`src/nart_queue.sv`:
```
// Short register queue between front and back.
// Generic width and depth; no package dependency.
`default_nettype none

module nart_queue #(
    parameter int WIDTH = 8,
    parameter int DEPTH = 4
) (
    input  wire logic             i_clk,
    input  wire logic             i_rst_n,
    input  wire logic             i_wr,
    input  wire logic [WIDTH-1:0] i_wdata,
    input  wire logic             i_rd,
    output logic      [WIDTH-1:0] o_rdata,
    output logic                  o_full,
    output logic                  o_empty
);

    localparam int PTR_BITS = (DEPTH > 1) ? $clog2(DEPTH) : 1;
    localparam int CNT_BITS = $clog2(DEPTH + 1);

    logic [WIDTH-1:0]    r_mem [DEPTH];
    logic [PTR_BITS-1:0] r_wr_ptr;
    logic [PTR_BITS-1:0] r_rd_ptr;
    logic [CNT_BITS-1:0] r_count;

    assign o_full  = (r_count == CNT_BITS'(DEPTH));
    assign o_empty = (r_count == '0);
    assign o_rdata = r_mem[r_rd_ptr];

    // Pointers and fill count
    always_ff @(posedge i_clk) begin
        if (!i_rst_n) begin
            r_wr_ptr <= '0;
            r_rd_ptr <= '0;
            r_count  <= '0;
        end else begin
            if (i_wr) begin
                r_wr_ptr <= (r_wr_ptr == PTR_BITS'(DEPTH - 1)) ? '0 : r_wr_ptr + PTR_BITS'(1);
            end
            if (i_rd) begin
                r_rd_ptr <= (r_rd_ptr == PTR_BITS'(DEPTH - 1)) ? '0 : r_rd_ptr + PTR_BITS'(1);
            end
            if (i_wr && !i_rd) begin
                r_count <= r_count + CNT_BITS'(1);
            end else if (!i_wr && i_rd) begin
                r_count <= r_count - CNT_BITS'(1);
            end
        end
    end

    // Storage, no reset
    always_ff @(posedge i_clk) begin
        if (i_wr) begin
            r_mem[r_wr_ptr] <= i_wdata;
        end
    end

    a_no_overflow: assert property (@(posedge i_clk) disable iff (!i_rst_n)
        !(i_wr && o_full && !i_rd))
        else $error("queue written while full");

    a_no_underflow: assert property (@(posedge i_clk) disable iff (!i_rst_n)
        !(i_rd && o_empty))
        else $error("queue read while empty");

endmodule

`default_nettype wire

```
`config.mk`:
```
export PLATFORM = sky130hd
export DESIGN_NAME = nart_queue
export DESIGN_NICKNAME = d
export VERILOG_FILES = /design/src/nart_queue.sv
export SDC_FILE = /design/constraint.sdc
export NUM_CORES = 1
export LEC_CHECK = 0
export ABC_AREA = 1
export BUFFER_PORTS_ARGS = -buffer_cell sky130_fd_sc_hd__buf_2
export CAP_MARGIN = 15
export CELL_PAD_IN_SITES_DETAIL_PLACEMENT = 0
export CELL_PAD_IN_SITES_GLOBAL_PLACEMENT = 2
export CORE_MARGIN = 10
export CORE_UTILIZATION = 37
export DETAILED_ROUTE_END_ITERATION = 10
export MAX_ROUTING_LAYER = met4
export PLACE_DENSITY = 0.84
export SYNTH_ARGS = -nofsm -noshare
export SYNTH_HDL_FRONTEND = slang
export SYNTH_SLANG_ARGS = --single-unit
```
`constraint.sdc`:
```
create_clock -name i_clk -period 1.4 [get_ports i_clk]
set_input_delay 0.14 -clock i_clk [delete_from_list [all_inputs] [get_ports i_clk]]
set_output_delay 0.14 -clock i_clk [all_outputs]
set_load 0.005 [all_outputs]
```
# Word level (Yosys, flattened, before mapping)

Memories as Yosys holds them, arrays and structs flattened. A register that Yosys moved wholly into a read port is not among the register bits.
Cells that the tools add are included.

Memory bits (writable): 32
Output and inout bits: 10
Logic and storage cells: 25
Register bits: 7
Input port bits: 12
Memories kept: 1

Memory list:

| memory | words | bits a word | rd ports | clocked after Yosys merged registers in | wr ports | line | text |
|---|---|---|---|---|---|---|---|
| r_mem  | 4     | 8           | 1        | 1                                       | 1        | 22   | `logic [WIDTH-1:0] r_mem [DEPTH];` |

Reductions and logical operators: 6
Equality and inequality tests: 3
Add/subtract/negate cells: 4
Multiplexer cells: 8

Operators with widths:

| kind                  | count |
|---|---|
| $mux W2               | 4 |
| $mux W3               | 2 |
| $add A2 B1 Y2 const B | 2 |
| $eq A2 B2 Y1 const B  | 2 |
| $add A3 B1 Y3 const B | 1 |
| $eq A3 B3 Y1 const B  | 1 |
| $logic_not A3 Y1      | 1 |
| $sub A3 B1 Y3 const B | 1 |
| $logic_and A1 B1 Y1   | 2 |
| $logic_not A1 Y1      | 2 |
| $mux W1               | 2 |
| $reduce_bool A2 Y1    | 1 |

# Longest topological paths before layout

Depth in word-level cells: 4
Depth in mapped cells: 10
Gate-level depth less buffers: 10

# Least setup slack after synthesis

No wires, ideal clock.

Path type: input port to flip-flop
Start point: input port i_rd
End point: register r_count[2]
Path slack: 0.209 ns
Data arrival time: 1.081 ns
Buffers on the path: 0
Setup time: 0.110 ns
Data required time: 1.290 ns
Stages: 10
Cells stage by stage: inv_1 -> ha_1 -> inv_1 -> fa_1 -> inv_1 -> nand2_1 -> nand3_1 -> nand2_1 -> inv_1 -> nor2_1

Cells in the longest elaborated chain, start to end: 3
Elaborated cells on any way between the ends: 5

Ends and longest elaborated chain:

| element                                              | line | text |
|---|---|---|
| start: declaration                                   | 13   | `input wire logic i_rd,` |
| $logic_not A1 Y1                                     | 44   | `if (i_wr && !i_rd) begin` |
| $logic_and A1 B1 Y1                                  | 44   |  |
| $mux W3 / $reduce_bool A2 Y1 (equally long branches) | -    |  |
| end signal: assignment                               | 45   | `r_count <= r_count + CNT_BITS'(1);` |
| end signal: assignment                               | 47   | `r_count <= r_count - CNT_BITS'(1);` |
| end: declaration                                     | 25   | `logic [CNT_BITS-1:0] r_count;` |

Parallel ways exist; a longest one is shown, timed or not.
A chain may end at the register's enable or synchronous reset.

==> qor.csv <==
stage,metric,value,unit
worst_setup_path,startpoint_type,register,
synthesis,syn_area,1652,µm²
sta,final-hold-violation-count,0,
worst_setup_path,slowest_stage,dfxtp_4,
sta,fin_skew,0.005339,ns
synthesis,netlist_instances,135,
sta,period_minus_slack,1.347,ns
synthesis,synth_seq_area_share,0.6909,
die,dieHeight,86.81,µm
pwr,netSwitchingPower,0.0005939,W
sta,period_share,0.9624,
worst_setup_path,endpoint_kind,output port,
pwr,p_clk_frac,0.339,
synthesis,avgSynthCellArea,12.23,µm²
pwr,seqPwrFrac,0.539,
pwr,p_total,0.002641,W
drt,vias,1087,
worst_setup_path,cp_data_required_time,1.26,ns
die,io_pins,22,
cts,clockBufferDepth,2,
final_layout,layout-drive-gt1-share,0.2706,
global_route,grt_max_degree,17,
placed_design,gp_congestion,0.7565,
synthesis,synth_nets,154,
drt,dr.pass1.iters,4,
synthesis,ys_warn_count,0,
final_layout,areaGrowthSynthToFinish,22.12,%
pwr,power_density,1309,nW/µm²
cts,cts_root_buf,clkbuf_8,
worst_setup_path,critPathArrivalTime,1.21,ns
final_layout,antenna_cells,0,
cts,cts_buffers,5,
drt,wire_per_inst,14.05,µm
pwr,ir_worst_vdd,0.0006736,V
pwr,combPwrFrac,0.122,
global_route,grt_pass1_wl,5299,µm
global_route,overflow,0,
worst_setup_path,cp_top_family,flip-flops,
global_route,antenna_found_initial,0,
placed_design,io_buffers,21,
drt,routed_via_density,4.896,
cts,cts.sinks,41,
pwr,p_leak,0.8180,nW
sta,hold_ws,0.06231,ns
job,max-cap-violations,0,
cts,cts_tree,built,
sta,setup_viol,0,
worst_hold_path,hp-class,input port to register,
worst_setup_path,path_class,register to output port,
synthesis,synth_seq_cells,41,
sta,slew_violations,0,
sta,fmax,0.7422,GHz
die,initial_utilization,0.3819,
die,floorplan.die_area,7536,µm²
die,dieWidth,86.81,µm
sta,rsz0062_at_grt,yes,
die,coreArea,4324,µm²
sta,maxSlewHeadroom,0.7449,
cts,clk_latency,0.29,ns
outcome,status,completed,
sta,setup_ws,0.05265,ns
cts,htreeDepth,2,
worst_setup_path,max_stage_delay,0.39,ns
drt,finalWirelength,3118,µm
drt,ant_nets,0,
final_layout,nets,188,
final_layout,fill_cells,405,
pwr,sw_frac_of_total,0.2249,
global_route,grt_usage,0.09361,
placed_design,dp_hpwl,2276,µm
placed_design,place_ws,0.04214,ns
synthesis,yosysUniqueCellTypes,19,
drt,drt_iter0_drc,85,
worst_setup_path,cp_cell_sequence,buf_6 > o21ai_1 > o22ai_1 > buf_2,
worst_setup_path,path_buf_inv,2,
global_route,first_global_vias,1129,
worst_setup_path,crit_fanout,8,
pwr,intPower,0.002047,W
drt,drc,0,
sta,worst_slew_pin_slew,0.3822,ns
cts,clkSlewWorstSetupHoldPaths,0.07,ns
die,fp-row-count,24,
[layer usage]
layer	up-vias	global-route usage	wire length (µm)
met5	-	-	0
met4	0	0.04271	40
met3	6	0.03659	154
met2	20	0.1372	1456
met1	522	0.1104	1465
li1	539	-	-
[path summary, 6_finish.rpt]
kind	start	endpoint	slack (ns)	cells after the start
worst max-delay path	register	o_rdata[5]	0.05	4
worst min register to register	r_rd_ptr[1]	register	0.54	2
worst min-delay path	i_wdata[5]	r_mem[0][5]	0.06	1
worst max register to register	r_wr_ptr[0]	r_mem[0][1]	0.13	4
[final cells by class]
class / instances / area, µm² / share of cell area
Sequential cell: 41 / 1149 / 0.5695
Clock inverter: 2 / 33.78 / 0.01675
Timing Repair Buffer: 29 / 185.2 / 0.09181
Tap cell: 52 / 65.06 / 0.03226
Clock buffer: 6 / 72.57 / 0.03598
Inverter: 16 / 70.07 / 0.03474
Multi-Input combinational cell: 76 / 441.7 / 0.2190
[sequential cells by signal, summed over array words and instances (netlist names), named ones only]
name and count:
r_wr_ptr 2, r_count 3, r_mem 32, r_rd_ptr 2
[stage by stage]
stage	cells	setup TNS, ns	area (µm²)	util
3_5_place_dp	212	0	1857	0.4294
5_1_grt	222	-0.06120	2017	0.4664
2_1_floorplan	135	0	1652	-
4_1_cts	220	-0.0008692	1973	0.4563
6_report	222	0	2017	0.4664
3_3_place_gp	212	0	1857	0.4294
[layout by cell type (no fill, tap or decap)]
master and n:
o21ai_0 9, buf_4 5, inv_4 1, buf_12 1
o22ai_1 7, nor3_1 4, nor2_2 2, clkbuf_1 1
buf_2 21, nand2_1 8, xor2_1 1, nand3_1 1
clkinv_1 1, clkbuf_8 5, dfxtp_1 7, dfxtp_4 2
o22ai_2 1, o21ai_1 6, inv_8 1, nand4_1 1
bufinv_16 1, o21ai_2 4, a21oi_1 3, edfxtp_1 32
inv_1 14, ha_1 6, buf_6 2, nor2_1 22
fa_1 1
[cells by family (layout without fill, tap and decap cells)]
logic type / Yosys count / after routing / share of synthesized area
simple gates: 38 / 38 / 0.09470
flops: 41 / 41 / 0.6909
compound gates: 30 / 30 / 0.1015
fa+ha+maj: 7 / 7 / 0.05758
xor+xnor: 1 / 1 / 0.005304
buf+inv: 18 / 53 / 0.04999
[power groups by stage]
| stage | Clock (W) | Combinational, W | Sequential, W |
|---|---|---|---|
| 6_report | 0.000896 | 0.000322 | 0.00142 |
| 3_3_place_gp | 0 | 0.000295 | 0.00144 |
| 5_1_grt | 0.000986 | 0.000376 | 0.00143 |
| 4_1_cts | 0.000923 | 0.000311 | 0.00142 |
| 3_5_place_dp | 0 | 0.000309 | 0.00145 |
| 2_1_floorplan | 0 | 0.000179 | 0.00144 |
[synthesized netlist by cell type]
| cell | count | share of area |
|---|---|---|
| nand4_1 | 1 | 0.0038 |
| edfxtp_1 | 32 | 0.58 |
| dfxtp_1 | 9 | 0.11 |
| nor2_1 | 22 | 0.050 |
| o21ai_0 | 15 | 0.045 |
| nand2_1 | 8 | 0.018 |
| buf_6 | 2 | 0.014 |
| xor2_1 | 1 | 0.0053 |
| inv_1 | 15 | 0.034 |
| o21ai_1 | 2 | 0.0061 |
| o22ai_1 | 8 | 0.030 |
| fa_1 | 1 | 0.012 |
| o21ai_2 | 2 | 0.011 |
| nand3_1 | 1 | 0.0030 |
| a21oi_1 | 3 | 0.0091 |
| nor3_1 | 4 | 0.012 |
| nor2_2 | 2 | 0.0076 |
| inv_2 | 1 | 0.0023 |
| ha_1 | 6 | 0.045 |
[repair_timing]
action	in CTS	in global routing
cloned	0	0
resized for setup	6	14
hold buffers	0	0
endpoints found under the setup margin	8	7
pin swaps	0	6
setup buffers	0	2
Note: power is estimated with default switching activity, not from simulation.
