## config.mk

```make
export PLATFORM = sky130hd
export DESIGN_NAME = nart_size
export DESIGN_NICKNAME = d
export VERILOG_FILES = /design/src/nart_pkg.sv /design/src/nart_size.sv
export SDC_FILE = /design/constraint.sdc
export NUM_CORES = 2
export LEC_CHECK = 0
export BUFFER_PORTS_ARGS = -buffer_cell sky130_fd_sc_hd__buf_4
export CAP_MARGIN = 20
export CORE_ASPECT_RATIO = 1.2
export CORE_MARGIN = 2
export CORE_UTILIZATION = 63
export DETAILED_ROUTE_END_ITERATION = 12
export PLACE_DENSITY = 0.88
export SYNTH_ARGS = -nofsm -noshare
export SYNTH_HDL_FRONTEND = slang
export SYNTH_SLANG_ARGS = --single-unit
export TNS_END_PERCENT = 50
```

## constraint.sdc

```tcl
create_clock -name i_clk -period 8.6 [get_ports i_clk]
set_input_delay 0.43 -clock i_clk [delete_from_list [all_inputs] [get_ports i_clk]]
set_output_delay 0.43 -clock i_clk [all_outputs]
set_load 0.02 [all_outputs]
```

## src/nart_pkg.sv

```systemverilog
// Shared constants for the axis-reversal transpose address generator.
// No dependencies; imported by every module of the block except nart_queue.
`default_nettype none

package nart_pkg;

    // Default sizing, handed down from the top level as parameters
    localparam int MAX_DIMS_DEF    = 4;
    localparam int EXTENT_BITS_DEF = 16;
    localparam int INDEX_BITS_DEF  = 32;

    // Depth of the queue between front and back
    localparam int QUEUE_DEPTH = 4;

    // Element payload
    localparam int DATA_BITS   = 64;
    localparam int NARROW_BITS = 32;

    // Element kind codes (code 3 is unknown and passes all bits)
    localparam logic [1:0] KIND_INT32   = 2'd0;
    localparam logic [1:0] KIND_FLOAT32 = 2'd1;
    localparam logic [1:0] KIND_FLOAT64 = 2'd2;

    // Register indexes: dimension count, then one extent per axis, then kind
    localparam int CFG_IDX_NUM_DIMS = 0;
    localparam int CFG_IDX_DIM_BASE = 1;

endpackage

`default_nettype wire

```

## src/nart_size.sv

```systemverilog
// Running product of the extents in use, one axis per stage, with an overflow flag.
// Depends on nart_pkg; feeds the size error flag to nart_back.
`default_nettype none

module nart_size import nart_pkg::*; #(
    parameter int MAX_DIMS    = MAX_DIMS_DEF,
    parameter int EXTENT_BITS = EXTENT_BITS_DEF,
    parameter int INDEX_BITS  = INDEX_BITS_DEF
) (
    input  wire logic                                 i_clk,
    input  wire logic                                 i_rst_n,
    input  wire logic [MAX_DIMS-1:0][EXTENT_BITS-1:0] i_ext,
    input  wire logic [MAX_DIMS-1:0]                  i_use,
    output logic                                      o_size_err
);

    localparam int PB = INDEX_BITS + 1;
    localparam int QB = PB + EXTENT_BITS;
    localparam logic [QB-1:0] LIMIT = QB'(1) << INDEX_BITS;

    logic [PB-1:0] r_prod [MAX_DIMS];
    logic          r_ovf  [MAX_DIMS];
    logic [PB-1:0] n_prod [MAX_DIMS];
    logic          n_ovf  [MAX_DIMS];
    logic [PB-1:0] w_pin  [MAX_DIMS];
    logic          w_oin  [MAX_DIMS];
    logic [QB-1:0] w_q    [MAX_DIMS];

    // Stage k multiplies in extent k while no overflow has been seen
    always_comb begin
        for (int k = 0; k < MAX_DIMS; k++) begin
            w_pin[k]  = (k == 0) ? PB'(1) : r_prod[(k == 0) ? 0 : k - 1];
            w_oin[k]  = (k == 0) ? 1'b0 : r_ovf[(k == 0) ? 0 : k - 1];
            w_q[k]    = {{EXTENT_BITS{1'b0}}, w_pin[k]} * {{PB{1'b0}}, i_ext[k]};
            n_prod[k] = w_pin[k];
            n_ovf[k]  = w_oin[k];
            if (i_use[k] && !w_oin[k]) begin
                if (w_q[k] > LIMIT) begin
                    n_ovf[k] = 1'b1;
                end else begin
                    n_prod[k] = w_q[k][PB-1:0];
                end
            end
        end
    end

    // Reset values match the reset extents of one
    always_ff @(posedge i_clk) begin
        for (int k = 0; k < MAX_DIMS; k++) begin
            if (!i_rst_n) begin
                r_prod[k] <= PB'(1);
                r_ovf[k]  <= 1'b0;
            end else begin
                r_prod[k] <= n_prod[k];
                r_ovf[k]  <= n_ovf[k];
            end
        end
    end

    assign o_size_err = r_ovf[MAX_DIMS-1];

    // Product never exceeds the index range; an overflowing stage keeps its input product
    a_prod_bound: assert property (@(posedge i_clk) disable iff (!i_rst_n)
        r_prod[MAX_DIMS-1] <= LIMIT[PB-1:0])
        else $error("size product above index range");

endmodule

`default_nettype wire

```

# == After elaboration in Yosys (flattened, before gate mapping) ==
# Memories as Yosys holds them, arrays and structs flattened.
# Index checks and enable logic that the tools add are counted.
# totals
ramBits,136
memories,2
regBits,0
out_inout_bits,1
# op_classes
muxes,23
multipliers,3
reduce_logical,6
bitwise,8
n_lt_le_gt_ge,3
# memory_table
name,words,width,read_ports,rd_ports_with_merged_regs,write_ports,line_no,text
r_prod,4,33,3,0,4,nart_size.sv:21,logic [PB-1:0] r_prod [MAX_DIMS];
r_ovf,4,1,4,0,4,nart_size.sv:22,logic r_ovf [MAX_DIMS];
# op_table
op,n
$mux W33,10
$gt A49 B33 Y1 const B,3
$mul A33 B16 Y49,3
$mux W16,1
$mux W1,12
$or A1 B1 Y1,8
$logic_and A1 B1 Y1,3
$logic_not A1 Y1,3

# == Longest topological paths before layout ==
# An unclocked memory read counts as a cell.
# depth
ltp_word,6
depth_mapped,28
ltp_nobuf,25

# == Worst setup path before layout ==
# No wires, ideal clock.
# synth_timing
path_type,register to register
startpoint,memory r_prod[0][52] (netlist bit)
endpoint,memory r_prod[1][20] (netlist bit)
synth_period_minus_slack_ns,7.286
path_slack_ns,1.314
path_stages_with_launch,27
path_buffers,4
setup_ns,0.116
arrival_ns,7.170
cell_sequence,dfxtp_1 -> clkbuf_1 -> clkbuf_1 -> nand2_1 -> fa_1 -> inv_1 -> fa_1 -> inv_1 -> fa_1 -> inv_1 -> fa_1 -> fa_1 -> inv_1 -> fa_1 -> inv_1 -> ha_1 -> clkbuf_1 -> nand4_1 -> o41a_1 -> or2_2 -> xnor2_1 -> nor4_1 -> a41oi_1 -> nor4_4 -> buf_6 -> mux2i_1 -> nor2b_1
# synth_rtl
item,line_no
from (decl),nart_size.sv:21

==> impl_metrics.csv <==
group,metric,value,unit
floorplanning,ios,71,
sta,max_freq,123,MHz
synth,ys_seq_area_share,3.67,%
critical_path,crit_type,"reg2reg",
critical_path,path_max_fanout,26,
critical_path,crit_family,"adder cells",
clock_network,clock_latency,0.39,ns
pwr,intPower,0.00678,W
pwr,swShare,62.1,%
cells_and_area,num-fill-cells,5554,
synth,yosys_warnings,0,
clock_network,clk_pin_slew,0.06,ns
cells_and_area,drive_above_1_share,3.43,%
drt,wire_per_inst,20.0,um
synth,syn-num-nets,6984,
place,numPlacedInstances,6291,
place,hpwlAfterDp,101000,um
place,place_congestion,1.02,
cells_and_area,design_area,0.0478,mm^2
sta,max_slew.worst_pin.slew,1.07,ns
synth,netlist_area,0.0463,mm^2
grt,track_usage,34.6,%
floorplanning,fp.dieW,252,um
grt,grt_pass1_vias,41500,
critical_path,cp-start-kind,"flop",
drt,vias,38000,
cells_and_area,syn_to_final_growth,3.16,%
synth,synthArstFlopShare,0,%
synth,synth-main-ff-cell,"dfxtp_1",
clock_network,cts_tree,"yes",
floorplanning,start_util,63.9,%
sta,rsz0062_at_grt,"false",
synth,synth_cells,5501,
grt,grt_max_degree,87,
sta,maxSlewViolCount,0,
hold_path,min_path_type,"in2reg",
pwr,ir_drop,0.542,mV
clock_network,clk_path_buf_depth,2,
sta,finalCriticalPeriod,8.14,ns
pwr,p_leak,23.7,nW
floorplanning,die_area,0.0758,mm^2
critical_path,critPathCaptureType,"flop",
clock_network,numCtsBuffers,9,
pwr,powerDensity,374,mW/mm^2
cells_and_area,instances_no_fill,6308,
run_status,outcome,"finished clean",
critical_path,cp_common_cell,"fa_1",
sta,period_share,94.7,%
pwr,clkPwrFrac,2.5,%
critical_path,arrival,8.41,ns
floorplanning,num_rows,108,
critical_path,reg2reg_slack,0.46,ns
synth,synth_cell_types,84,
sta,setup_viol,0,
sta,hold_viol_final,0,
pwr,total_power,0.0179,W
grt,antenna_found_initial,4,
critical_path,critPathMaxStageDelay,0.95,ns
pwr,seqPwrFrac,4.4,%
drt,via_per_inst,6.02,
clock_network,htreeDepth,3,
clock_network,clock-sinks,85,
drt,route.detailed.drc,0,
place,place_area,0.0475,mm^2
synth,synth.avg_cell_area,8.42,um^2
sta,fin_setup_tns,0,ns
sta,slew_headroom,28.3,%
clock_network,cts_setup_buffers,0,
drt,drt-total-wl,126000,um
synth,ys_seq_elements,85,
critical_path,worst-path-buf-inv,6,
clock_network,cts-root-buf,"clkbuf_16",
floorplanning,core-area,0.0726,mm^2
critical_path,cp.required,8.86,ns
place,port_buffers,70,
cells_and_area,final_nets,6850,
pwr,pwr-share-comb,93.1,%
drt,drtIter0Drc,2873,
run,drv_cap,0,
drt,antenna_left,0,
synth,synth-edff-count,0,
drt,drt-pass1-iter-count,8,
pwr,switching_power,0.0111,W
critical_path,cp_slowest_cell,"dfxtp_1",
grt,grt-ovfl-total,0,
sta,skew,0.0139,ns
floorplanning,die_h,301,um
grt,grt_pass1_wl,206000,um
-- cells in the mapped netlist (8+ instances only) --
| cell | count | share of area (%) |
|---|---|---|
| clkbuf_1 | 273 | 2.2 |
| nor2_1 | 94 | 0.76 |
| o21bai_1 | 10 | 0.16 |
| o21a_1 | 18 | 0.29 |
| and4_1 | 14 | 0.26 |
| fa_1 | 1059 | 46 |
| a2111oi_0 | 16 | 0.30 |
| nand2_1 | 1018 | 8.2 |
| a211oi_1 | 21 | 0.34 |
| nand3_1 | 48 | 0.52 |
| and3_1 | 42 | 0.57 |
| o21ai_0 | 100 | 1.1 |
| o211ai_1 | 14 | 0.23 |
| nor4_1 | 22 | 0.30 |
| a221oi_1 | 8 | 0.15 |
| ha_1 | 354 | 9.6 |
| a21o_1 | 40 | 0.65 |
| and2_1 | 443 | 6.0 |
| nor2b_1 | 37 | 0.50 |
| nand4_1 | 48 | 0.65 |
| nor3b_1 | 12 | 0.19 |
| nor3_1 | 25 | 0.27 |
| xor2_1 | 29 | 0.55 |
| a311oi_1 | 9 | 0.17 |
| or3_1 | 9 | 0.12 |
| a21oi_1 | 151 | 1.6 |
| mux2i_1 | 37 | 0.80 |
| a31oi_1 | 16 | 0.22 |
| a21boi_0 | 12 | 0.19 |
| buf_2 | 9 | 0.097 |
| dfxtp_1 | 85 | 3.7 |
| inv_1 | 1245 | 10 |
| o21ai_1 | 10 | 0.11 |
| xnor2_1 | 43 | 0.81 |
-- metrics by stage --
stage                     worst slack [ns]  hold slack (ns)  utilization (%)
final                                0.455            0.236             65.9
after global routing                0.0530            0.236             65.9
after CTS                            0.568            0.226             65.9
after detailed placement             0.591            0.568             65.4
after global placement               0.697            0.567             65.4
after floorplan                       1.31            0.475                -
-- power by group through the flow --
stage	registers [W]	clock network, W	logic (W)
after floorplan	0.000534	0	0.0121
after global placement	0.000756	0	0.0160
after detailed placement	0.000761	0	0.0163
after CTS	0.000753	0.000452	0.0164
after global routing	0.000769	0.000464	0.0185
final	0.000782	0.000450	0.0166
-- metal layers --
metal	vias to the layer above	wire length [um]	global-route usage, %
met5	-	16	0
met1	18900	43200	39.5
met4	2	8950	21.5
met2	2120	63100	61.1
met3	723	10800	5.11
li1	16300	-	-
-- worst register-to-register path, stage by stage (launching register included) --
cell	delay, ns
dfxtp_1	0.95
nand2_1	0.21
fa_1	0.59
inv_1	0.06
fa_1	0.54
inv_1	0.05
fa_1	0.49
inv_1	0.05
fa_1	0.54
inv_1	0.06
fa_1	0.47
inv_1	0.05
fa_1	0.44
ha_1	0.42
and4_1	0.34
and2_1	0.23
nand2_1	0.09
a31oi_1	0.39
xnor2_1	0.23
nand4b_1	0.14
nor4_1	0.39
a41oi_1	0.29
nor4_4	0.41
buf_12	0.25
mux2i_1	0.27
nor2b_1	0.07
-- flip-flops by register name (all words and copies together) (netlist names) --
name / flops
r_prod: 82
r_ovf: 3
-- worst paths after layout --
path,from,cells past startpoint,endpoint
hold reg to reg,r_prod[0][13]$_SDFF_PN0_,2,r_prod[0][46]$_SDFF_PN0_
hold / removal,i_ext[0],2,r_prod[0][0]$_SDFF_PN1_
setup / recovery,r_prod[0][46]$_SDFF_PN0_,25,r_prod[1][2]$_SDFF_PN0_
setup reg to reg,r_prod[0][46]$_SDFF_PN0_,25,r_prod[1][2]$_SDFF_PN0_
-- logic make-up after synthesis --
kind of cell,share of synthesized area [%]
and+or+nand+nor,18.9
buffers and inverters,12.5
DFF,3.67
AOI/OAI and AO/OA,7.40
xor gates and xnor gates,1.36
muxes,0.896
adders and majority gates,55.3
-- layout by cell type, fill, tap and decap left out, drive strengths merged, types with 40 or more instances in the layout --
cell type | netlist | layout
o21ai | 110 | 110
ha | 354 | 354
xnor2 | 43 | 43
nor2 | 94 | 94
a21oi | 152 | 152
nand2 | 1018 | 1018
buf | 13 | 141
dfxtp | 85 | 85
and3 | 42 | 42
a21o | 40 | 40
fa | 1059 | 1059
and2 | 445 | 445
nand3 | 48 | 48
inv | 1245 | 1246
nand4 | 48 | 48
-- cell type report --
cell class	instances	area, um^2	share of cell area, %
antenna	1	2.50	0.00523
clock buffer	11	243	0.508
clock inverter	5	82.6	0.173
inverter	1245	4670	9.77
multi-input combinational	3885	38900	81.3
sequential	85	1700	3.56
tap	935	1170	2.45
timing repair buffer	141	1070	2.24
-- what timing repair did --
item / in CTS / in global routing
setup endpoints to repair: 0 / 2
resized for setup: 0 / 2
endpoints found under the hold margin: 0 / 0
hold buffers: 0 / 0
No activity file was read; power rests on OpenSTA's default activity.
