==> config.mk <==
export PLATFORM = sky130hd
export DESIGN_NAME = nart_back
export DESIGN_NICKNAME = d
export VERILOG_FILES = /design/src/nart_pkg.sv /design/src/nart_back.sv
export SDC_FILE = /design/constraint.sdc
export NUM_CORES = 2
export LEC_CHECK = 0
export CAP_MARGIN = 5
export CORE_ASPECT_RATIO = 0.5
export CORE_UTILIZATION = 60
export CTS_CLUSTER_DIAMETER = 60
export DETAILED_ROUTE_END_ITERATION = 6
export DONT_BUFFER_PORTS = 1
export GPL_ROUTABILITY_DRIVEN = 0
export PLACE_DENSITY = 0.79
export SLEW_MARGIN = 20
export SYNTH_ARGS = -nofsm -noshare
export SYNTH_HDL_FRONTEND = slang
export SYNTH_SLANG_ARGS = --single-unit
==> constraint.sdc <==
create_clock -name i_clk -period 10.6 [get_ports i_clk]
set_input_delay 0.53 -clock i_clk [delete_from_list [all_inputs] [get_ports i_clk]]
set_output_delay 0.53 -clock i_clk [all_outputs]
set_load 0.1 [all_outputs]
==> src/nart_pkg.sv <==
// Shared constants for the axis-reversal transpose address generator.
// No dependencies; imported by every module of the block except nart_queue.
`default_nettype none

package nart_pkg;

    // Default sizing, handed down from the top level as parameters
    localparam int MAX_DIMS_DEF    = 4;
    localparam int EXTENT_BITS_DEF = 16;
    localparam int INDEX_BITS_DEF  = 32;

    // Depth of the queue between front and back
    localparam int QUEUE_DEPTH = 4;

    // Element payload
    localparam int DATA_BITS   = 64;
    localparam int NARROW_BITS = 32;

    // Element kind codes (code 3 is unknown and passes all bits)
    localparam logic [1:0] KIND_INT32   = 2'd0;
    localparam logic [1:0] KIND_FLOAT32 = 2'd1;
    localparam logic [1:0] KIND_FLOAT64 = 2'd2;

    // Register indexes: dimension count, then one extent per axis, then kind
    localparam int CFG_IDX_NUM_DIMS = 0;
    localparam int CFG_IDX_DIM_BASE = 1;

endpackage

`default_nettype wire

==> src/nart_back.sv <==
// Back end: destination index by Horner steps, one axis and one multiply per stage.
// Depends on nart_pkg; the last stage is the result register on the output side.
`default_nettype none

module nart_back import nart_pkg::*; #(
    parameter int MAX_DIMS    = MAX_DIMS_DEF,
    parameter int EXTENT_BITS = EXTENT_BITS_DEF,
    parameter int INDEX_BITS  = INDEX_BITS_DEF
) (
    input  wire logic                                 i_clk,
    input  wire logic                                 i_rst_n,
    input  wire logic                                 i_valid,
    output logic                                      o_ready,
    input  wire logic [MAX_DIMS-1:0][EXTENT_BITS-1:0] i_digits,
    input  wire logic [DATA_BITS-1:0]                 i_data,
    input  wire logic                                 i_last,
    input  wire logic [MAX_DIMS-1:0][EXTENT_BITS-1:0] i_ext,
    input  wire logic [MAX_DIMS-1:0]                  i_use,
    input  wire logic                                 i_size_err,
    input  wire logic                                 i_pop,
    output logic                                      o_empty,
    output logic      [INDEX_BITS-1:0]                o_dest_index,
    output logic      [DATA_BITS-1:0]                 o_element_out,
    output logic                                      o_last,
    output logic                                      o_size_error
);

    localparam int L  = MAX_DIMS - 1;
    localparam int MB = INDEX_BITS + EXTENT_BITS;

    logic [MAX_DIMS-1:0]                  r_v;
    logic [INDEX_BITS-1:0]                r_acc  [MAX_DIMS];
    logic [MAX_DIMS-1:0][EXTENT_BITS-1:0] r_dig  [MAX_DIMS];
    logic [DATA_BITS-1:0]                 r_data [MAX_DIMS];
    logic [MAX_DIMS-1:0]                  r_last;
    logic                                 r_serr;

    logic [MAX_DIMS:0]                    w_rdy;
    logic [MAX_DIMS-1:0]                  w_vin;
    logic [INDEX_BITS-1:0]                w_ain  [MAX_DIMS];
    logic [MAX_DIMS-1:0][EXTENT_BITS-1:0] w_din  [MAX_DIMS];
    logic [DATA_BITS-1:0]                 w_xin  [MAX_DIMS];
    logic [MAX_DIMS-1:0]                  w_lin;
    logic [MB-1:0]                        w_sum  [MAX_DIMS];
    logic [INDEX_BITS-1:0]                n_acc  [MAX_DIMS];

    // Stage hand-off: a stage moves when it is empty or the next one moves
    always_comb begin
        w_rdy[MAX_DIMS] = i_pop;
        for (int j = L; j >= 0; j--) begin
            w_rdy[j] = !r_v[j] || w_rdy[j+1];
        end
    end
    assign o_ready = w_rdy[0];

    // Stage j handles axis MAX_DIMS-1-j: acc = acc * extent + digit
    always_comb begin
        for (int j = 0; j < MAX_DIMS; j++) begin
            if (j == 0) begin
                w_vin[j] = i_valid;
                w_ain[j] = '0;
                w_din[j] = i_digits;
                w_xin[j] = i_data;
                w_lin[j] = i_last;
            end else begin
                w_vin[j] = r_v[(j == 0) ? 0 : j - 1];
                w_ain[j] = r_acc[(j == 0) ? 0 : j - 1];
                w_din[j] = r_dig[(j == 0) ? 0 : j - 1];
                w_xin[j] = r_data[(j == 0) ? 0 : j - 1];
                w_lin[j] = r_last[(j == 0) ? 0 : j - 1];
            end
            w_sum[j] = ({{EXTENT_BITS{1'b0}}, w_ain[j]} * {{INDEX_BITS{1'b0}}, i_ext[L-j]})
                       + {{INDEX_BITS{1'b0}}, w_din[j][L-j]};
            n_acc[j] = i_use[L-j] ? w_sum[j][INDEX_BITS-1:0] : w_ain[j];
        end
    end

    // Stage valid bits
    always_ff @(posedge i_clk) begin
        if (!i_rst_n) begin
            r_v <= '0;
        end else begin
            for (int j = 0; j < MAX_DIMS; j++) begin
                if (w_rdy[j]) begin
                    r_v[j] <= w_vin[j];
                end
            end
        end
    end

    // Stage payload, no reset
    always_ff @(posedge i_clk) begin
        for (int j = 0; j < MAX_DIMS; j++) begin
            if (w_rdy[j] && w_vin[j]) begin
                r_acc[j]  <= n_acc[j];
                r_dig[j]  <= w_din[j];
                r_data[j] <= w_xin[j];
                r_last[j] <= w_lin[j];
            end
        end
        if (w_rdy[L] && w_vin[L]) begin
            r_serr <= i_size_err;
        end
    end

    // Result side
    assign o_empty       = !r_v[L];
    assign o_dest_index  = r_acc[L];
    assign o_element_out = r_data[L];
    assign o_last        = r_last[L];
    assign o_size_error  = r_serr;

    // A full stage that cannot move keeps its request
    a_stage_hold: assert property (@(posedge i_clk) disable iff (!i_rst_n)
        r_v[0] && !w_rdy[1] |=> r_v[0] && $stable(r_acc[0]))
        else $error("first stage lost a request while stalled");

endmodule

`default_nettype wire

==> Word level (Yosys, flattened, before mapping) <==
Memories as Yosys holds them, arrays and structs flattened.
Cells that the tools add are included.
{ "classes": {"n_reduce_logical": 12, "addsub": 3, "multipliers": 3, "muxes": 12} }
{ "ops": {"columns": ["op", "count"], "rows": [
  ["adder 32 x 16 -> 32 bit", 3],
  ["multiplier 32 x 16 -> 32 bit", 3],
  ["two-way mux 32 bit", 3],
  ["two-way mux 16 bit", 1],
  ["two-way mux 1 bit", 8],
  ["logical AND 1 bit", 4],
  ["logical NOT 1 bit", 4],
  ["logical OR 1 bit", 4]
]} }
{ "totals": {"ram_bits": 640, "n_memories": 3, "regBits": 9, "input_bits": 202, "output_inout_bits": 100, "wordCells": 42} }
{ "memory_table": {"columns": ["memory", "depth", "width", "rd", "rd_ports_with_merged_regs", "wr", "line", "source"], "rows": [
  ["r_data", 4, 64, 4, 0, 4, "nart_back.sv:34", "logic [DATA_BITS-1:0] r_data [MAX_DIMS];"],
  ["r_dig", 4, 64, 3, 0, 4, "nart_back.sv:33", "logic [MAX_DIMS-1:0][EXTENT_BITS-1:0] r_dig [MAX_DIMS];"],
  ["r_acc", 4, 32, 4, 0, 4, "nart_back.sv:32", "logic [INDEX_BITS-1:0] r_acc [MAX_DIMS];"]
]} }

==> Logic depth before layout (Yosys ltp) <==
{ "logic_depth": {"word_depth": 8, "ltp_mapped": 25, "depth_no_buf": 23} }

==> Worst setup path after synthesis <==
OpenSTA, ideal clock, no wires.
{ "synth_timing": {"path_type": "register to register", "from": "reg r_v[3]", "to": "mem r_acc[1][0] in the netlist's numbering (enable)", "setup_ns": 0.813, "path_slack_ns": -0.872, "arrival_time_ns": 10.659, "path_stages_with_launch": 5, "period_less_slack_ns": 11.472, "path_buffers": 0, "cell_sequence": "dfxtp_1 > inv_1 > nor2_1 > and2_0 > a21boi_0"} }
{ "synth_lines": {"columns": ["item", "line", "source"], "rows": [
  ["from (decl)", "nart_back.sv:31", "logic [MAX_DIMS-1:0] r_v;"],
  ["from (signal, indexed assignment)", "nart_back.sv:85", "r_v[j] <= w_vin[j];"],
  ["to (decl)", "nart_back.sv:32", null]
]} }

==> impl_metrics.tcl <==
set metrics [dict create \
    async_reset_ff_frac 0 \
    ys_ff_latch 473 \
    yosysWarnings 0 \
    r2r_end "r_acc[3][31]$_DFFE_PP_" \
    min-delay-start "i_digits[3]" \
    die_y_um 204 \
    detail-route-antenna-nets 0 \
    grt_start_max_net_pins 73 \
    root_buffer "clkbuf_16" \
    layout_setup_ws_ns 3.32 \
    status "finished clean" \
    grt_overflow 0 \
    hold_viol 0 \
    cts_sinks 473 \
    dp_hpwl_mm 83.3 \
    setup.worst_path.class "reg -> reg" \
    vias_per_cell 5.57 \
    area_growth_pct 5.34 \
    setup_viol 0 \
    syn_inst 4645 \
    r2r_slack_ns 3.32 \
    worstSetupStartpointType "flip-flop" \
    cts_setup_buffers 0 \
    finalSetupTns_ns 0 \
    dieArea_mm2 0.0830 \
    r2r_start "r_acc[2][11]$_DFFE_PP_" \
    wl_mm 113 \
    cts_buffers 47 \
    crit_end "r_acc[3][31]$_DFFE_PP_" \
    synth_nets 5967 \
    syn_area_mm2 0.0491 \
    fin_nets 5874 \
    cts-resized-gates 0 \
    num_io_pins 302 \
    worstSkewPairLatency_ns 0.62 \
    track_usage 0.284 \
    drc 0 \
    cts_tree "done" \
    drive_above_1_share 0.0346 \
    critPathLaunch "r_acc[2][11]$_DFFE_PP_" \
    antenna_found_initial 0 \
    synth_ff_type "edfxtp_1" \
    grt_pass1_vias 35288 \
    pre_cts_slack_ns 3.54 \
    grt_pass1_wl_mm 183 \
    ys_types 66 \
    crit_path_end_kind "flip-flop" \
    cts_buffer_depth 3 \
    slew_violations 0 \
    io_buffers 0 \
    chipWidth_um 407 \
    synthTopCellsByArea "fa_1, edfxtp_1, inv_1, ha_1, and2_1" \
    drtPass1Iterations 6 \
    rows 73 \
    fill_cells 6022 \
    skew_ns 0.0463 \
    crit_required_ns 10.93 \
    max_clock_freq_mhz 137 \
    htree_levels 2 \
    hold_path_class "in -> reg" \
    initialDrtViolationCount 2304 \
    coreArea_mm2 0.0802 \
    rsz0062_at_grt "no" \
    synth_top_area_share 0.346 \
    wl_per_cell_um 19.9 \
    syn_avg_cell_area_um2 10.6 \
    tightest_slew_ns 1.05 \
    synth_top_area_cell "fa_1" \
    layout_min_cycle_time_ns 7.28 \
    max_slew_margin 0.297 \
    seq_area_frac_synth 0.288 \
    start_util 0.612 \
    timing.final.crit_share 0.687 \
    worstPathMaxFanout 17 \
    num_vias 31624 \
    cap_violations 0 \
    cp.arrival_ns 7.61 \
    reg2regPathDepth 20 \
    synth-edff-count 469 \
    cts.clk_slew.worst_paths_ns 0.07 \
]
[critical path: stages, from the launching register on]
cell,delay (ns)
edfxtp_1,1.00
nand2_1,0.18
fa_1,0.57
inv_1,0.05
fa_1,0.48
fa_1,0.59
fa_1,0.43
fa_1,0.49
inv_1,0.05
fa_1,0.53
inv_1,0.06
ha_1,0.38
a21oi_1,0.22
o21ai_0,0.15
o21ai_0,0.24
o21ai_0,0.26
nor4_2,0.48
o311ai_0,0.27
a31oi_1,0.29
xnor2_1,0.17
a21oi_1,0.10
[synthesized netlist by cell type (20+ instances only)]
library cell and n:
nand2_1 673, clkbuf_1 172, a21oi_1 74, o21ai_0 48, ha_1 272, nor2_1 58
xor2_1 31, a21o_1 27, edfxtp_1 469, and2_1 447, nand3_1 20, mux2_2 58
inv_1 1177, fa_1 848, xnor2_1 95
[cell usage in the layout, fill, tap and decap left out, types with 58 or more instances in the layout]
| cell | count |
|---|---|
| inv_1 | 1177 |
| fa_1 | 848 |
| edfxtp_1 | 469 |
| a21oi_1 | 74 |
| xnor2_1 | 95 |
| ha_1 | 272 |
| and2_1 | 447 |
| mux2_2 | 58 |
| nand2_1 | 673 |
| nor2_1 | 58 |
[worst min path at each step]
stage | end | slack [ns] | cells past startpoint
after floorplan | r_data[1][0]$_DFFE_PP_ | 0.40 | 0
after detailed placement | r_data[1][17]$_DFFE_PP_ | 0.40 | 0
after CTS | r_data[0][32]$_DFFE_PP_ | 0.005 | 0
after global placement | r_data[2][59]$_DFFE_PP_ | 0.40 | 0
final | r_dig[0][3]$_DFFE_PP_ | 0.03 | 0
after global routing | o_size_error$_DFFE_PP_ | 0.004 | 0
[area by class of cell]
class | count | area [um2] | share of cell area
inverters | 1178 | 4420 | 0.0855
clock buffers | 56 | 1260 | 0.0244
multi-input cells | 2820 | 29900 | 0.578
repair buffers | 32 | 293 | 0.00566
flip-flops and latches | 473 | 14200 | 0.274
well taps | 1087 | 1360 | 0.0263
clock inverters | 32 | 313 | 0.00605
diodes | 2 | 5.00 | 0.0000968
[registers in the layout, indices dropped and copies added (netlist names)]
name / flops
r_data: 256
r_acc: 112
r_dig: 96
r_v: 4
r_last: 4
o_size_error: 1
[per-stage QoR]
| stage | utilization | std cells | area [um2] | hold WS (ns) |
|---|---|---|---|---|
| 2_1_floorplan | - | 4645 | 49100 | 0.400 |
| 3_3_place_gp | 0.623 | 5569 | 49900 | 0.400 |
| 3_5_place_dp | 0.623 | 5569 | 49900 | 0.405 |
| 4_1_cts | 0.645 | 5678 | 51700 | 0.00488 |
| 5_1_grt | 0.645 | 5678 | 51700 | 0.00435 |
| 6_report | 0.645 | 5680 | 51700 | 0.0302 |
[repair_timing]
item,in CTS,in global routing
endpoints found under the hold margin,21,0
hold buffers,21,0
setup endpoints to repair,0,0
[cell families after synthesis]
family,Yosys count,synth area share
flops,473,0.288
mux,60,0.0137
xor+xnor,126,0.0225
compound gates,247,0.0329
buf+inv,1352,0.103
fa+ha+maj,1120,0.415
simple gates,1267,0.124
[layer usage]
metal  vias up  GRT usage  wire length, um
met3       328     0.0537             9980
met1     16068      0.367            43200
li1      13703          -                -
met4         0      0.104             4100
met5         -          0                0
met2      1525      0.481            55700
Power is not shown: default switching activity piles up to over one toggle a cycle in this logic, so the estimate is an artifact.
