==> src/nart_pkg.sv <==
// Shared constants for the axis-reversal transpose address generator.
// No dependencies; imported by every module of the block except nart_queue.
`default_nettype none

package nart_pkg;

    // Default sizing, handed down from the top level as parameters
    localparam int MAX_DIMS_DEF    = 4;
    localparam int EXTENT_BITS_DEF = 16;
    localparam int INDEX_BITS_DEF  = 32;

    // Depth of the queue between front and back
    localparam int QUEUE_DEPTH = 4;

    // Element payload
    localparam int DATA_BITS   = 64;
    localparam int NARROW_BITS = 32;

    // Element kind codes (code 3 is unknown and passes all bits)
    localparam logic [1:0] KIND_INT32   = 2'd0;
    localparam logic [1:0] KIND_FLOAT32 = 2'd1;
    localparam logic [1:0] KIND_FLOAT64 = 2'd2;

    // Register indexes: dimension count, then one extent per axis, then kind
    localparam int CFG_IDX_NUM_DIMS = 0;
    localparam int CFG_IDX_DIM_BASE = 1;

endpackage

`default_nettype wire

==> src/nart_front.sv <==
// Front end: mixed-radix source index counter, last-element detect and payload masking.
// Depends on nart_pkg; writes one entry per accepted request into nart_queue.
`default_nettype none

module nart_front import nart_pkg::*; #(
    parameter int MAX_DIMS    = MAX_DIMS_DEF,
    parameter int EXTENT_BITS = EXTENT_BITS_DEF
) (
    input  wire logic                                   i_clk,
    input  wire logic                                   i_rst_n,
    input  wire logic                                   i_accept,
    input  wire logic [DATA_BITS-1:0]                   i_element_bits,
    input  wire logic [MAX_DIMS-1:0][EXTENT_BITS-1:0]   i_ext,
    input  wire logic [MAX_DIMS-1:0]                    i_use,
    input  wire logic                                   i_narrow,
    output logic      [MAX_DIMS-1:0][EXTENT_BITS-1:0]   o_digits,
    output logic      [DATA_BITS-1:0]                   o_data,
    output logic                                        o_last
);

    logic [MAX_DIMS-1:0][EXTENT_BITS-1:0] r_cnt;
    logic [MAX_DIMS-1:0][EXTENT_BITS-1:0] n_cnt;
    logic [MAX_DIMS-1:0]                  w_top;
    logic [MAX_DIMS:0]                    w_cy;
    logic                                 w_in_use_zero;

    // Digit at or above extent minus one counts as top; stale digits wrap too
    always_comb begin
        for (int k = 0; k < MAX_DIMS; k++) begin
            w_top[k] = (r_cnt[k] >= (i_ext[k] - EXTENT_BITS'(1)));
        end
    end

    // Carry ripples from the fastest axis towards axis 0; unused axes pass it on
    always_comb begin
        w_cy[MAX_DIMS] = 1'b1;
        n_cnt          = r_cnt;
        for (int k = MAX_DIMS - 1; k >= 0; k--) begin
            if (i_use[k]) begin
                w_cy[k] = w_cy[k+1] & w_top[k];
                if (w_cy[k+1]) begin
                    n_cnt[k] = w_top[k] ? '0 : r_cnt[k] + EXTENT_BITS'(1);
                end
            end else begin
                w_cy[k] = w_cy[k+1];
            end
        end
    end

    always_ff @(posedge i_clk) begin
        if (!i_rst_n) begin
            r_cnt <= '0;
        end else if (i_accept) begin
            r_cnt <= n_cnt;
        end
    end

    // Entry for the queue: indices of this element, masked payload, end flag
    assign o_digits = r_cnt;
    assign o_last   = w_cy[0];
    assign o_data   = i_narrow ?
                      {{(DATA_BITS-NARROW_BITS){1'b0}}, i_element_bits[NARROW_BITS-1:0]} :
                      i_element_bits;

    always_comb begin
        w_in_use_zero = 1'b1;
        for (int k = 0; k < MAX_DIMS; k++) begin
            if (i_use[k] && (r_cnt[k] != '0)) begin
                w_in_use_zero = 1'b0;
            end
        end
    end

    // The counter is back at the array origin after the final element
    a_wrap_after_last: assert property (@(posedge i_clk) disable iff (!i_rst_n)
        i_accept && o_last |=> w_in_use_zero)
        else $error("counter did not wrap after last element");

endmodule

`default_nettype wire

==> config.mk <==
export PLATFORM = sky130hd
export DESIGN_NAME = nart_front
export DESIGN_NICKNAME = d
export VERILOG_FILES = /design/src/nart_pkg.sv /design/src/nart_front.sv
export SDC_FILE = /design/constraint.sdc
export NUM_CORES = 1
export LEC_CHECK = 0
export BUFFER_PORTS_ARGS = -buffer_cell sky130_fd_sc_hd__buf_2
export CAP_MARGIN = 10
export CORE_ASPECT_RATIO = 0.8
export CORE_MARGIN = 4
export CORE_UTILIZATION = 54
export CTS_BUF_LIST = sky130_fd_sc_hd__clkbuf_8
export DETAILED_ROUTE_END_ITERATION = 7
export PLACE_DENSITY_LB_ADDON = 0.2
export SLEW_MARGIN = 20
export SYNTH_ARGS = -nofsm -noshare
export SYNTH_HDL_FRONTEND = slang
export SYNTH_SLANG_ARGS = --single-unit
==> constraint.sdc <==
create_clock -name i_clk -period 5.9 [get_ports i_clk]
set_input_delay 0 -clock i_clk [delete_from_list [all_inputs] [get_ports i_clk]]
set_output_delay 0 -clock i_clk [all_outputs]
set_load 0.02 [all_outputs]
==> Yosys cells after proc, flatten, opt, wreduce, memory -nomap -nowiden <==
Index checks and enable logic that the tools add are counted.
{ "totals": {"reg_bits": 64, "out_inout_bits": 129, "elab_cells": 32} }
{ "op_classes": {"addsub": 8, "order_cmp": 4, "n_mux": 9, "bitwise": 3, "n_reduce_logical": 4} }
{ "ops": {"columns": ["op", "count"], "rows": [
  ["$add 16x1->16 const B", 4],
  ["$ge 16x16->1", 4],
  ["$mux 16", 4],
  ["$mux 64", 1],
  ["$sub 16x1->16 const B", 4],
  ["$reduce_and 3->1", 3],
  ["$mux 1", 4],
  ["$and 1x1->1", 3],
  ["$reduce_and 2->1", 1]
]} }

==> Logic depth before layout (Yosys ltp) <==
Gate-level depths: netlist (run 1).
{ "logic_depth": {"word_depth": 9, "mapped_depth": 17} }

==> Worst setup path after synthesis (run 1) <==
No wires, ideal clock.
{ "synth_path": {"path_kind": "input-to-reg", "start": "input port i_ext[51] (netlist bit)", "end": "register r_cnt, in the netlist o_digits[23]", "setup_ps": 70, "t_arrival_ps": 3153, "t_required_ps": 5830, "slack_ps": 2677, "cell_stages": 15, "n_path_buf": 1, "path_cell_list": "or3_1 nor3_1 and3_1 nand2_1 nor3_1 xnor2_1 ha_1 nand4_1 nand3b_1 a221oi_4 o311ai_4 a211o_1 buf_6 or3_1 a21oi_1"} }
{ "synth_via": {"elab_chain_cells": 6} }
{ "synth_lines": {"columns": ["item", "line_no", "text"], "rows": [
  ["start: declaration", "nart_front.sv:13", "input wire logic [MAX_DIMS-1:0][EXTENT_BITS-1:0] i_ext,"],
  ["$sub 16x1->16 *", "nart_front.sv:30", "w_top[k] = (r_cnt[k] >= (i_ext[k] - EXTENT_BITS'(1)));"],
  ["$ge 16x16->1 *", "nart_front.sv:30", null],
  ["$mux 1 *", "nart_front.sv:39", "if (i_use[k]) begin"],
  ["$and 1x1->1", "nart_front.sv:40", "w_cy[k] = w_cy[k+1] & w_top[k];"],
  ["$mux 1 *", "nart_front.sv:39", null],
  ["$reduce_and 3->1 (no source line) *", null, null],
  ["end signal: assignment", "nart_front.sv:54", "r_cnt <= n_cnt;"],
  ["end: declaration", "nart_front.sv:21", "logic [MAX_DIMS-1:0][EXTENT_BITS-1:0] r_cnt;"]
]} }
Mark *: on every way between the ends. The rest lies on a longest branch, timed or not.
A chain may end at the register's enable or synchronous reset.

==> Worst setup path after layout (run 1) <==
{ "layout_path": {"start": "input port i_ext[51] (netlist bit)", "end": "register r_cnt, in the netlist o_digits[9]"} }
{ "layout_via": {"elab_chain_cells": 8} }
{ "layout_lines": {"columns": ["item", "line_no"], "rows": [
  ["$sub 16x1->16 *", "nart_front.sv:30"],
  ["$ge 16x16->1 *", "nart_front.sv:30"],
  ["$mux 1 *", "nart_front.sv:39"],
  ["$and 1x1->1", "nart_front.sv:40"],
  ["$mux 1 *", "nart_front.sv:39"],
  ["$and 1x1->1", "nart_front.sv:40"],
  ["$mux 1 *", "nart_front.sv:39"],
  ["$reduce_and 3->1 (no source line) *", null]
]} }
Marks and branches as above.

==> metrics.csv, run 1 <==
stage,metric,value,unit
outcome,status,"complete, no violations",
hold_path,min_from,i_element_bits[19],
final_layout,drive_gt1_frac,0.2554,
grt,track_usage,0.2475,
setup_path,crit_required,6090,ps
clocking,cts_num_sinks,64,
floorplanning,die_x,125.6,µm
final_layout,largest_reg_flops,64,
sta,final_max_slew_viol_count,0,
power_and_ir_drop,pwr-share-seq,0.413,
placement,gp_congestion,0.9169,
sta,tightest_slew,887.1,ps
setup_path,reg2reg_to,o_digits[9],
synthesis,synth_fp_nets,961,
synthesis,syn_inst,753,
sta,fin_crit_sh,0.6418,
sta,fmax,264.1,MHz
power_and_ir_drop,pwr-share-comb,0.182,
setup_path,r2r-start,o_digits[16],
setup_path,cp_slowest_cell,o31ai_2,
setup_path,path_class,in2reg,
floorplanning,dieArea,12830,µm²
setup_path,start_kind,primary input,
synthesis,synth_top_cell_area_share,0.2144,
synthesis,syn_avg_cell_area,7.938,µm²
hold_path,hp-class,in2out,
detailed_routing,viasPerCell,5.737,
grt,overflow,0,
setup_path,reg2reg_depth,9,
detailed_routing,drc,0,
synthesis,yosys_warnings,0,
power_and_ir_drop,clock_power_share,0.405,
clocking,cts_root_buffer,clkbuf_8,
hold_path,hold_depth,0,
grt,antenna_found_initial,0,
clocking,post_cts_resized,0,
detailed_routing,ant_nets,0,
grt,grt_pass1_vias,5782,
setup_path,crit_fanout,12,
setup_path,critPathCaptureType,flip-flop,
power_and_ir_drop,leakage,3.064,nW
floorplanning,rows,34,
clocking,cts_setup_buffers,0,
setup_path,critPathMostFrequentCell,nor3_1,
detailed_routing,vias,6104,
setup_path,max_stage_delay,790,ps
synthesis,synth_area,5977,µm²
detailed_routing,drt_iter0_markers,320,
final_layout,fin_nets,1124,
clocking,insertion_delay,350,ps
sta,skew,10.97,ps
floorplanning,io_pins,265,
setup_path,crit_arrival,3980,ps
placement,io_buffers,200,
synthesis,async_flop_share,0,
detailed_routing,finalWirelength,16450,µm
power_and_ir_drop,p_switching,0.0002873,W
setup_path,cp_top_family,simple AND/OR/NAND/NOR gates,
synthesis,ys_seq_area_frac,0.2144,
sta,setup_violations,0,
sta,fin_setup_tns,0,ps
sta,hold_viol_final,0,
sta,rsz0062_at_grt,no,
synthesis,synth_top_area_cell,dfxtp_1,
detailed_routing,post_drt_wl_per_cell,15.46,µm
floorplanning,die_h,102.1,µm
run,drv_cap,0,
synthesis,synth.ff_latch_count,64,
power_and_ir_drop,p_sw_frac,0.2716,
grt,grt_max_degree,33,
clocking,cts_buffers,9,
power_and_ir_drop,p_int,0.0007707,W
clocking,cts_tree,built,
hold_path,whs_endpoint,o_data[19],
power_and_ir_drop,vdd_ir_drop_max,0.1055,mV
placement,hpwl,13420,µm
setup_path,reg2reg_slack,2690,ps
final_layout,nFillCells,970,
setup_path,worstPathCellList,"buf_2, or3_1, nor3_1, and3_1, nand2_1, nor3_1, xnor2_1, ha_1, nand4_1, nand3b_1, a221oi_4, nor3_1, nand3b_1, o31ai_2, a21oi_1",
sta,min_period,3787,ps
synthesis,synth.distinct_cells,55,
power_and_ir_drop,power_density,149.3,nW/µm²
clocking,cts.path.max_buffers,2,
clocking,clk_pin_slew,70,ps
final_layout,most-common-layout-cells,"buf_2 (200), ha_1 (72), nor2_1 (70)",
final_layout,layout_commonest_cell,buf_2,
sta,slew_headroom,0.4051,
floorplanning,initial_core_util,0.5510,
clocking,htree_levels,3,
sta,hold_ws,0.008859,ps
final_layout,area_growth,18.57,%
synthesis,synth-edff-count,0,
synthesis,synth_flop_cell,dfxtp_1,
floorplanning,core,10850,µm²
detailed_routing,dr.pass1.iters,5,
setup_path,worstPathBufferInverterCount,1,
grt,grt_pass1_wl,26830,µm
synthesis,synthTopCellsByArea,"dfxtp_1 (21%), ha_1 (15%), xnor2_1 (9.5%)",
final_layout,antenna_cells,0,
-- logic make-up (layout without fill, tap and decap cells) --
group / after synthesis / in the layout / synth area share
mux: 1 / 1 / 0.001675
simple gates: 316 / 316 / 0.2784
compound gates: 133 / 133 / 0.1516
flops: 64 / 64 / 0.2144
buf+inv: 78 / 245 / 0.07285
fa+ha+maj: 72 / 72 / 0.1507
xor+xnor: 89 / 89 / 0.1304
-- synthesized netlist by cell type (all sizes together) (8+ instances only) --
cell,number
nor2,70
or3,16
dfxtp,64
xnor2,65
inv,26
nand2,47
nand3,30
nand4,19
xor2,24
nor4,21
nor2b,36
o31ai,12
a21oi,44
o21ai,27
buf,40
clkbuf,12
ha,72
and3,8
a211oi,11
nor3,27
or4,11
a21o,11
-- per-layer routing --
layer	share of wire	wire length, µm	track usage
met1	0.43	7096	0.3088
met2	0.47	7681	0.4256
met3	0.071	1164	0.05225
met4	0.031	505	0.09250
met5	0	0	0
-- cell type report --
class / instances / area [µm²] / area share
Tap cell: 144 / 180.2 / 0.02542
Clock inverter: 4 / 68.82 / 0.009710
Multi-Input combinational cell: 611 / 4272 / 0.6028
Sequential cell: 64 / 1281 / 0.1808
Clock buffer: 11 / 151.4 / 0.02136
Inverter: 26 / 97.59 / 0.01377
Timing Repair Buffer: 204 / 1036 / 0.1462
-- repair_timing --
action,CTS,global route
hold buffers,2,0
hold endpoints to repair,2,0
setup endpoints to repair,0,0
-- power by group through the flow --
stage / Sequential [W] / Combinational [W] / Clock [W]
after floorplan: 0.000448 / 0.000138 / 0
after global placement: 0.000447 / 0.000184 / 0
after detailed placement: 0.000447 / 0.000191 / 0
after CTS: 0.000437 / 0.000193 / 0.000438
after global routing: 0.000437 / 0.000214 / 0.000453
final: 0.000437 / 0.000193 / 0.000428
-- worst max-delay path by stage --
stage              endpoint      start  cells past startpoint
4_1_cts         o_digits[9]  i_ext[51]                     15
2_1_floorplan  o_digits[23]  i_ext[51]                     15
6_report        o_digits[9]  i_ext[51]                     15
3_5_place_dp    o_digits[9]  i_ext[51]                     15
5_1_grt         o_digits[9]  i_ext[20]                     13
3_3_place_gp   o_digits[12]  i_ext[51]                     15
-- per-stage QoR --
step	cell area, µm²	std cells	utilization	setup WS [ps]	total power, W
3_5_place_dp	6843	1047	0.6308	1812	0.0006375
4_1_cts	7083	1064	0.6529	2167	0.001067
2_1_floorplan	5977	753	-	2677	0.0005859
3_3_place_gp	6843	1047	0.6308	2093	0.0006302
6_report	7087	1064	0.6533	2113	0.001058
5_1_grt	7087	1064	0.6533	1709	0.001105
No activity file was read; power rests on OpenSTA's default activity.
==> run 2, diff against run 1 <==
--- a/config.mk
+++ b/config.mk
@@ -5,11 +5,12 @@
 export SDC_FILE = /design/constraint.sdc
 export NUM_CORES = 1
 export LEC_CHECK = 0
+export ABC_AREA = 1
 export BUFFER_PORTS_ARGS = -buffer_cell sky130_fd_sc_hd__buf_2
 export CAP_MARGIN = 10
 export CORE_ASPECT_RATIO = 0.8
 export CORE_MARGIN = 4
-export CORE_UTILIZATION = 54
+export CORE_UTILIZATION = 52
 export CTS_BUF_LIST = sky130_fd_sc_hd__clkbuf_8
 export DETAILED_ROUTE_END_ITERATION = 7
 export PLACE_DENSITY_LB_ADDON = 0.2
==> constraint.sdc (replaced) <==
create_clock -name i_clk -period 4 [get_ports i_clk]
set_input_delay 0 -clock i_clk [delete_from_list [all_inputs] [get_ports i_clk]]
set_output_delay 0 -clock i_clk [all_outputs]
set_load 0.02 [all_outputs]
==> run 2 against run 1 <==
Compared with the run above: non-clock buffer count is 2 higher; largest power group unchanged; hold slack hardly changed; register-to-register slack worse by 940 ps; utilization is 3.7 points lower; largest cell class unchanged; wire length is 1.7% higher; flip-flop and latch count stayed put; global-route usage is 2.7 points lower; synthesized cell count is 38% higher; clock-buffer cell count is 1 lower; power is 39% higher.
==> metrics.csv, run 2 <==
stage,metric,value,unit,change
synthesis,synth.ff_latch_count,64,,unchanged
synthesis,synth_flop_cell,dfxtp_1,,
setup_path,crit_fanout,18,,+6
grt,overflow,0,,unchanged
hold_path,hp-class,in2out,,
floorplanning,initial_core_util,0.5304,,-0.02055
outcome,status,"complete, no violations",,
setup_path,reg2reg_depth,12,,+3
power_and_ir_drop,vdd_ir_drop_max,0.1335,mV,+27%
final_layout,drive_gt1_frac,0.2266,,-0.02888
synthesis,synth_top_cell_area_share,0.1877,,-0.02668
final_layout,fin_nets,1408,,+25%
floorplanning,core,12870,µm²,+19%
final_layout,nFillCells,1309,,+35%
placement,hpwl,13450,µm,+0.25%
sta,fin_setup_tns,0,ps,unchanged
clocking,cts.path.max_buffers,2,,unchanged
clocking,post_cts_resized,0,,unchanged
detailed_routing,dr.pass1.iters,5,,unchanged
synthesis,async_flop_share,0,,unchanged
clocking,htree_levels,3,,unchanged
setup_path,critPathCaptureType,primary output,,
clocking,cts_tree,built,,
final_layout,antenna_cells,0,,unchanged
detailed_routing,drt_iter0_markers,343,,+7.2%
floorplanning,die_x,136.1,µm,+8.3%
clocking,cts_root_buffer,clkbuf_8,,
setup_path,max_stage_delay,410,ps,-380 ps
clocking,insertion_delay,350,ps,about the same
setup_path,crit_arrival,3220,ps,-760 ps
floorplanning,rows,37,,+8.8%
hold_path,hold_depth,0,,unchanged
clocking,cts_num_sinks,64,,unchanged
detailed_routing,post_drt_wl_per_cell,12.13,µm,-22%
synthesis,synth.distinct_cells,43,,-22%
setup_path,crit_required,4000,ps,-2090 ps
final_layout,largest_reg_flops,64,,unchanged
power_and_ir_drop,power_density,185.1,nW/µm²,+24%
synthesis,ys_top_cells_by_count,"nand2_1 (200), nor2_1 (155), inv_1 (128), ha_1 (72), a21oi_1 (71)",,
setup_path,start_kind,primary input,,
setup_path,path_class,in2out,,
sta,rsz0062_at_grt,no,,
sta,fin_crit_sh,0.8056,,
synthesis,synth_top_area_cell,dfxtp_1,,
detailed_routing,finalWirelength,16740,µm,+1.7%
grt,grt_pass1_wl,28340,µm,+5.6%
synthesis,yosysMostFrequentCell,nand2_1,,
sta,min_period,3223,ps,
final_layout,area_growth,16.13,%,
clocking,cts_buffers,9,,unchanged
grt,grt_pass1_vias,6228,,+7.7%
placement,io_buffers,200,,unchanged
sta,tightest_slew,656.0,ps,-231.0 ps
setup_path,critPathMostFrequentCell,nand2_1,,
floorplanning,dieArea,15040,µm²,+17%
setup_path,cp_slowest_cell,nor2_4,,
detailed_routing,viasPerCell,4.941,,-14%
sta,skew,11.60,ps,+0.6290 ps
synthesis,syn_avg_cell_area,6.589,µm²,-17%
setup_path,worstPathCellList,"buf_2, inv_1, ha_1, nand2_1, nor2_1, or3b_1, nor3_1, xor2_1, inv_1, ha_1, nand2_1, nor2_2, and2_1, nand2_1, clkinv_1, nand2_2, nand3_2, nand2_4, nor2_4, o21a_1, buf_2",,
synthesis,synthTopCellsByArea,"dfxtp_1 (19%), ha_1 (13%), nand2_1 (11%)",,
sta,slew_headroom,0.5599,,+0.1549
placement,gp_congestion,0.8501,,-7.3%
run,drv_cap,0,,unchanged
grt,grt_max_degree,41,,+24%
grt,antenna_found_initial,0,,unchanged
final_layout,multi_input_area,4692,µm²,+9.8%
grt,track_usage,0.2200,,-0.02749
synthesis,synth_fp_nets,1244,,+29%
detailed_routing,ant_nets,0,,unchanged
sta,fmax,310.3,MHz,
synthesis,syn_inst,1036,,+38%
synthesis,synth_area,6827,µm²,+14%
sta,final_max_slew_viol_count,0,,unchanged
synthesis,synth-edff-count,0,,unchanged
synthesis,yosys_warnings,0,,unchanged
final_layout,seqCellArea,1281,µm²,unchanged
floorplanning,die_h,110.5,µm,+8.2%
sta,setup_violations,0,,unchanged
sta,hold_ws,0.007769,ps,-0.001090 ps
sta,hold_viol_final,0,,unchanged
detailed_routing,vias,6819,,+12%
floorplanning,io_pins,265,,unchanged
final_layout,most-common-layout-cells,"nand2_1 (200), buf_2 (200), nor2_1 (155)",,
power_and_ir_drop,leakage,3.920,nW,+28%
synthesis,ys_seq_area_frac,0.1877,,-0.02668
detailed_routing,drc,0,,unchanged
run 2: per-stage QoR:
step	area (µm²)	worst slack (ps)	cells	utilization	total power [W]
5_1_grt	7928	437.8	1380	0.6160	0.001554
2_1_floorplan	6827	1301	1036	-	0.0008889
6_report	7928	777.4	1380	0.6160	0.001468
4_1_cts	7928	767.0	1380	0.6160	0.001483
3_3_place_gp	7715	792.8	1361	0.5995	0.0009562
3_5_place_dp	7715	749.9	1361	0.5995	0.0009607
run 2: area by class of cell:
type,instances,share of cell area
Multi-Input combinational cell,786,0.5919
Sequential cell,64,0.1616
Timing Repair Buffer,206,0.1329
Inverter,133,0.06297
Tap cell,175,0.02762
Clock buffer,10,0.01736
Clock inverter,6,0.005682
run 2: kinds of logic after synthesis:
family | Yosys count | synth area share
adders and majority gates | 72 | 0.1320
buffers and inverters | 186 | 0.1250
AOI/OAI and AO/OA | 102 | 0.08321
xor gates and xnor gates | 96 | 0.1232
DFF | 64 | 0.1877
and+or+nand+nor | 516 | 0.3490
run 2: worst paths after layout:
path                           start            to  slack, ps
setup / recovery           i_ext[32]        o_last        780
hold / removal    i_element_bits[21]    o_data[21]      0.008
setup reg to reg        o_digits[27]   o_digits[0]       1750
hold reg to reg         o_digits[31]  o_digits[31]        510
run 2: timing repair:
item                                   in CTS  in global routing
hold buffers                                3                  0
endpoints found under the hold margin       3                  0
buffers inserted                            0                  0
run 2: where the power goes:
part / switching, W / total (W) / internal, W
Sequential: 0.00000487 / 0.000644 / 0.000639
Combinational: 0.000183 / 0.000303 / 0.000120
Clock: 0.000278 / 0.000521 / 0.000242
Total: 0.000466 / 0.00147 / 0.00100
run 2: worst max-delay path, delay by kind of cell:
kind / cells / cell delay (ps)
AO/OA/AOI/OAI: 1 / 200
XOR/XNOR: 1 / 160
adder cells (fa/ha/maj): 2 / 480
buffers and inverters: 5 / 500
AND/OR/NAND/NOR: 12 / 1880
run 2: per-layer routing:
layer / track usage / up-vias / share of wire
met5: 0 / - / 0
met4: 0.05037 / 0 / 0.012
met3: 0.03734 / 20 / 0.067
met2: 0.3553 / 185 / 0.44
met1: 0.3056 / 2992 / 0.48
li1: - / 3622 / -
